<file path="config.mk">
export PLATFORM = sky130hd
export DESIGN_NAME = rjb_ram
export DESIGN_NICKNAME = d
export VERILOG_FILES = /design/src/rtl/core/rjb_ram.sv
export SDC_FILE = /design/constraint.sdc
export NUM_CORES = 2
export LEC_CHECK = 0
export BUFFER_PORTS_ARGS = -buffer_cell sky130_fd_sc_hd__buf_2
export CAP_MARGIN = 20
export CORE_MARGIN = 2
export CORE_UTILIZATION = 63
export DETAILED_ROUTE_END_ITERATION = 10
export GPL_TIMING_DRIVEN = 0
export MAX_ROUTING_LAYER = met4
export PLACE_DENSITY = 0.78
export SYNTH_ARGS = -nofsm -noshare
export SYNTH_HDL_FRONTEND = slang
export SYNTH_SLANG_ARGS = --single-unit
</file>
<file path="constraint.sdc">
create_clock -name clk_i -period 2.8 [get_ports clk_i]
set_input_delay 0 -clock clk_i [delete_from_list [all_inputs] [get_ports clk_i]]
set_output_delay 0 -clock clk_i [all_outputs]
set_load 0.03 [all_outputs]
</file>
<file path="src/rtl/core/rjb_ram.sv">
module rjb_ram #(
  parameter int unsigned Width = 16,
  parameter int unsigned Depth = 256
) (
  input  logic                     clk_i,
  input  logic                     we_i,
  input  logic [$clog2(Depth)-1:0] waddr_i,
  input  logic [Width-1:0]         wdata_i,
  input  logic [$clog2(Depth)-1:0] raddr_i,
  output logic [Width-1:0]         rdata_o
);

  logic [Width-1:0] mem_q [Depth];

  always_ff @(posedge clk_i) begin
    if (we_i) begin
      mem_q[waddr_i] <= wdata_i;
    end
    rdata_o <= mem_q[raddr_i];
  end

endmodule
</file>
==> qor.txt <==
RSZ-0062 raised after global routing - yes
Worst Hold Class - in -> reg
Synth Instances - 7360
Die ar. - 0.256 sq mm
Fillers - 13539
Global-route wire length before repair - 695000 um
Die H - 506 um
Final Hold Fails - 0
Final Max Slew Viols - 0
Final min period - 3110 ps
Worst IR Drop VDD - 0.719 mV
Row cnt - 184
Clk root buf - clkbuf_16
Count of flip-flops with a built-in enable after synthesis - 4096
Yosys warning total - 0
Clk sinks - 4112
Starting Density - 63.2%
Ys flop type - edfxtp_1
Initial antenna violation count - 51
Core box area - 0.251 sq mm
Register area share after synthesis - 77.7%
Pre-CTS WS - -2670 ps
Max Fanout on Critical Path - 10
Slowest CP cell - nor4_4
Startpoint types - input pin
CP most frequent cell - clkbuf_2
Avg Inst Size Synth - 21.6 sq um
# H-tree levels - 5
Via count - 88471
Vias in the first global route - 84966
Rel. slew slack - 22.9%
Die W - 506 um
Crit-path cells - clkbuf_2 > clkbuf_2 > clkbuf_2 > clkbuf_2 > o21ai_0 > a22oi_2 > nand4_1 > nor4_4
Achievable clock frequency - 322 MHz
Failing checks - negative setup slack
Reg2reg end - rdata_o[3]$_DFF_P_
Data required, critical path - 3640 ps
Pwr Density - 719 mW/mm^2
Total Negative Setup Slacks - -8700 ps
Final setup margin - -305 ps
P_leak - 58.1 nW
Worst-Skew Late Latency - 1030 ps
Yosys reg bits - 4112
WP buf/inv - 4
Syn nets - 7394
Flop-to-flop setup slack - -120 ps
Post-synth ARST share - 0%
Status - finished, violations left
Hpwl dp - 332000 um
Final core utilization - 72.8%
# DRC - 0
Commonest non-fill, non-tap cell in the layout - edfxtp_1
Largest net degree at the start of global routing - 149
Hold wc startpoint - wdata_i[5]
Share of cells above drive strength 1 - 28.1%
TritonCTS buffer count - 409
TritonCTS clock tree - done
Reg2Reg Depth - 7
Crit share post-route - 111%
Post-route ant nets - 0
P&R area growth vs syn - 15.1%
Worst Hold Margin - 36.5 ps
Max cap viols - 0
Vias per inst - 7.49
Routability Congestion - 1.06
Worst r2r src - mem_q[128][3]$_DFFE_PP_
Mapped Area - 0.159 sq mm
Worst Path Arrival - 3940 ps
Routed WL - 514000 um
Clock-pin slew on the worst setup and hold paths - 60 ps
Clock skew - 96.6 ps
Critical Path End - rdata_o[1]$_DFF_P_
Initial DRC count - 18078
Final nets - 8131
Most frequent cells in the layout - 4096 x edfxtp_1, 797 x mux4_2, 565 x mux2i_1, 410 x clkbuf_16, 241 x o221ai_1
# port buffers - 39
Drt pass-1 iters - 8
GRT Overall Usage - 41.4%
CP Capture Type - register
CTS max path bufs - 4
Top delay family on crit path - buffers and inverters
Final setup vio count - 130
Crit path from - raddr_i[4]
Max incr delay on CP - 670 ps
Total grt overflow - 0
Worst-Margin Slew - 1160 ps
Avg WL per Cell - 43.5 um
Ports - 50
Levels on crit path - 8
Synth unique cells - 52
Kind of critical path - in -> reg
kinds of logic after synthesis:
| logic type | share of synthesized area [%] |
|---|---|
| and+or+nand+nor | 1.57 |
| DFF | 77.7 |
| muxes | 15.5 |
| buffers and inverters | 1.69 |
| AOI/OAI and AO/OA | 3.54 |
repair_timing:
item	CTS	global route
setup buffers	0	3
setup endpoints to repair	16	66
pin swaps	0	6
resized for setup	167	72
hold endpoints to repair	2812	0
hold buffers	38	0
metrics by stage:
stage	power, W	instance area (sq um)	instances
after detailed placement	0.0766	168000	10994
final	0.131	183000	11809
after global routing	0.133	183000	11804
after floorplan	0.0726	159000	7360
after CTS	0.131	182000	11769
after global placement	0.0764	163000	10747
power by group:
| part | switching, W | internal (W) |
|---|---|---|
| Clock | 0.0236 | 0.0318 |
| Sequential | 0.0000497 | 0.0679 |
| Combinational | 0.00565 | 0.00245 |
| Total | 0.0293 | 0.102 |
worst min path at each step:
stage                                          end  slack, ps  cells after the start
after global routing        mem_q[96][9]$_DFFE_PP_         40                      2
after CTS                 mem_q[156][14]$_DFFE_PP_        0.5                      3
after detailed placement   mem_q[85][11]$_DFFE_PP_        260                      1
final                      mem_q[148][5]$_DFFE_PP_         40                      2
after floorplan              mem_q[0][0]$_DFFE_PP_        100                      0
after global placement                  rdata_o[6]        440                      1
cell type report:
| class | count | area [sq um] | area share [%] |
|---|---|---|---|
| clock buffer | 480 | 10500 | 5.76 |
| timing repair buffer | 330 | 4950 | 2.71 |
| sequential | 4112 | 123000 | 67.5 |
| tap | 3348 | 4190 | 2.29 |
| antenna | 36 | 90.1 | 0.0493 |
| inverter | 4 | 15.0 | 0.00822 |
| multi-input combinational | 2792 | 34000 | 18.6 |
| buffer | 448 | 2830 | 1.55 |
| clock inverter | 259 | 2780 | 1.52 |
state kept, by name, summed over array words and instances (netlist names):
register and cells:
mem_q 4096, rdata_o 16
cell usage after synthesis (4+ instances only):
master / number / area, sq um
a2111oi_0: 6 / 52.6
a211oi_1: 18 / 135
a21oi_1: 175 / 876
a221oi_1: 28 / 245
a22o_1: 32 / 280
a22oi_1: 43 / 323
a31oi_1: 6 / 37.5
and3_1: 11 / 68.8
buf_1: 27 / 101
buf_12: 5 / 100
buf_2: 76 / 380
buf_4: 26 / 195
buf_6: 77 / 867
buf_8: 11 / 165
clkbuf_1: 230 / 863
dfxtp_1: 16 / 320
edfxtp_1: 4096 / 123000
mux2_2: 88 / 991
mux2i_1: 565 / 5660
mux4_2: 797 / 17900
nand2_1: 38 / 143
nand3_1: 35 / 175
nand4_1: 26 / 163
nor2_1: 304 / 1140
nor2b_1: 9 / 56.3
nor3_1: 92 / 460
nor4_1: 17 / 106
o21ai_0: 37 / 185
o221ai_1: 252 / 2210
o22ai_1: 148 / 926
o31ai_1: 16 / 120
o32ai_1: 20 / 175
or2_2: 4 / 25.0
per-layer routing:
layer,wire [um],vias to the layer above,global-route usage [%]
met3,86900,1738,16.4
met1,166000,45111,52.9
met5,0,-,-
met4,36000,0,22.4
li1,-,32836,-
met2,226000,8786,57.5
Note: power is estimated with default switching activity, not from simulation.
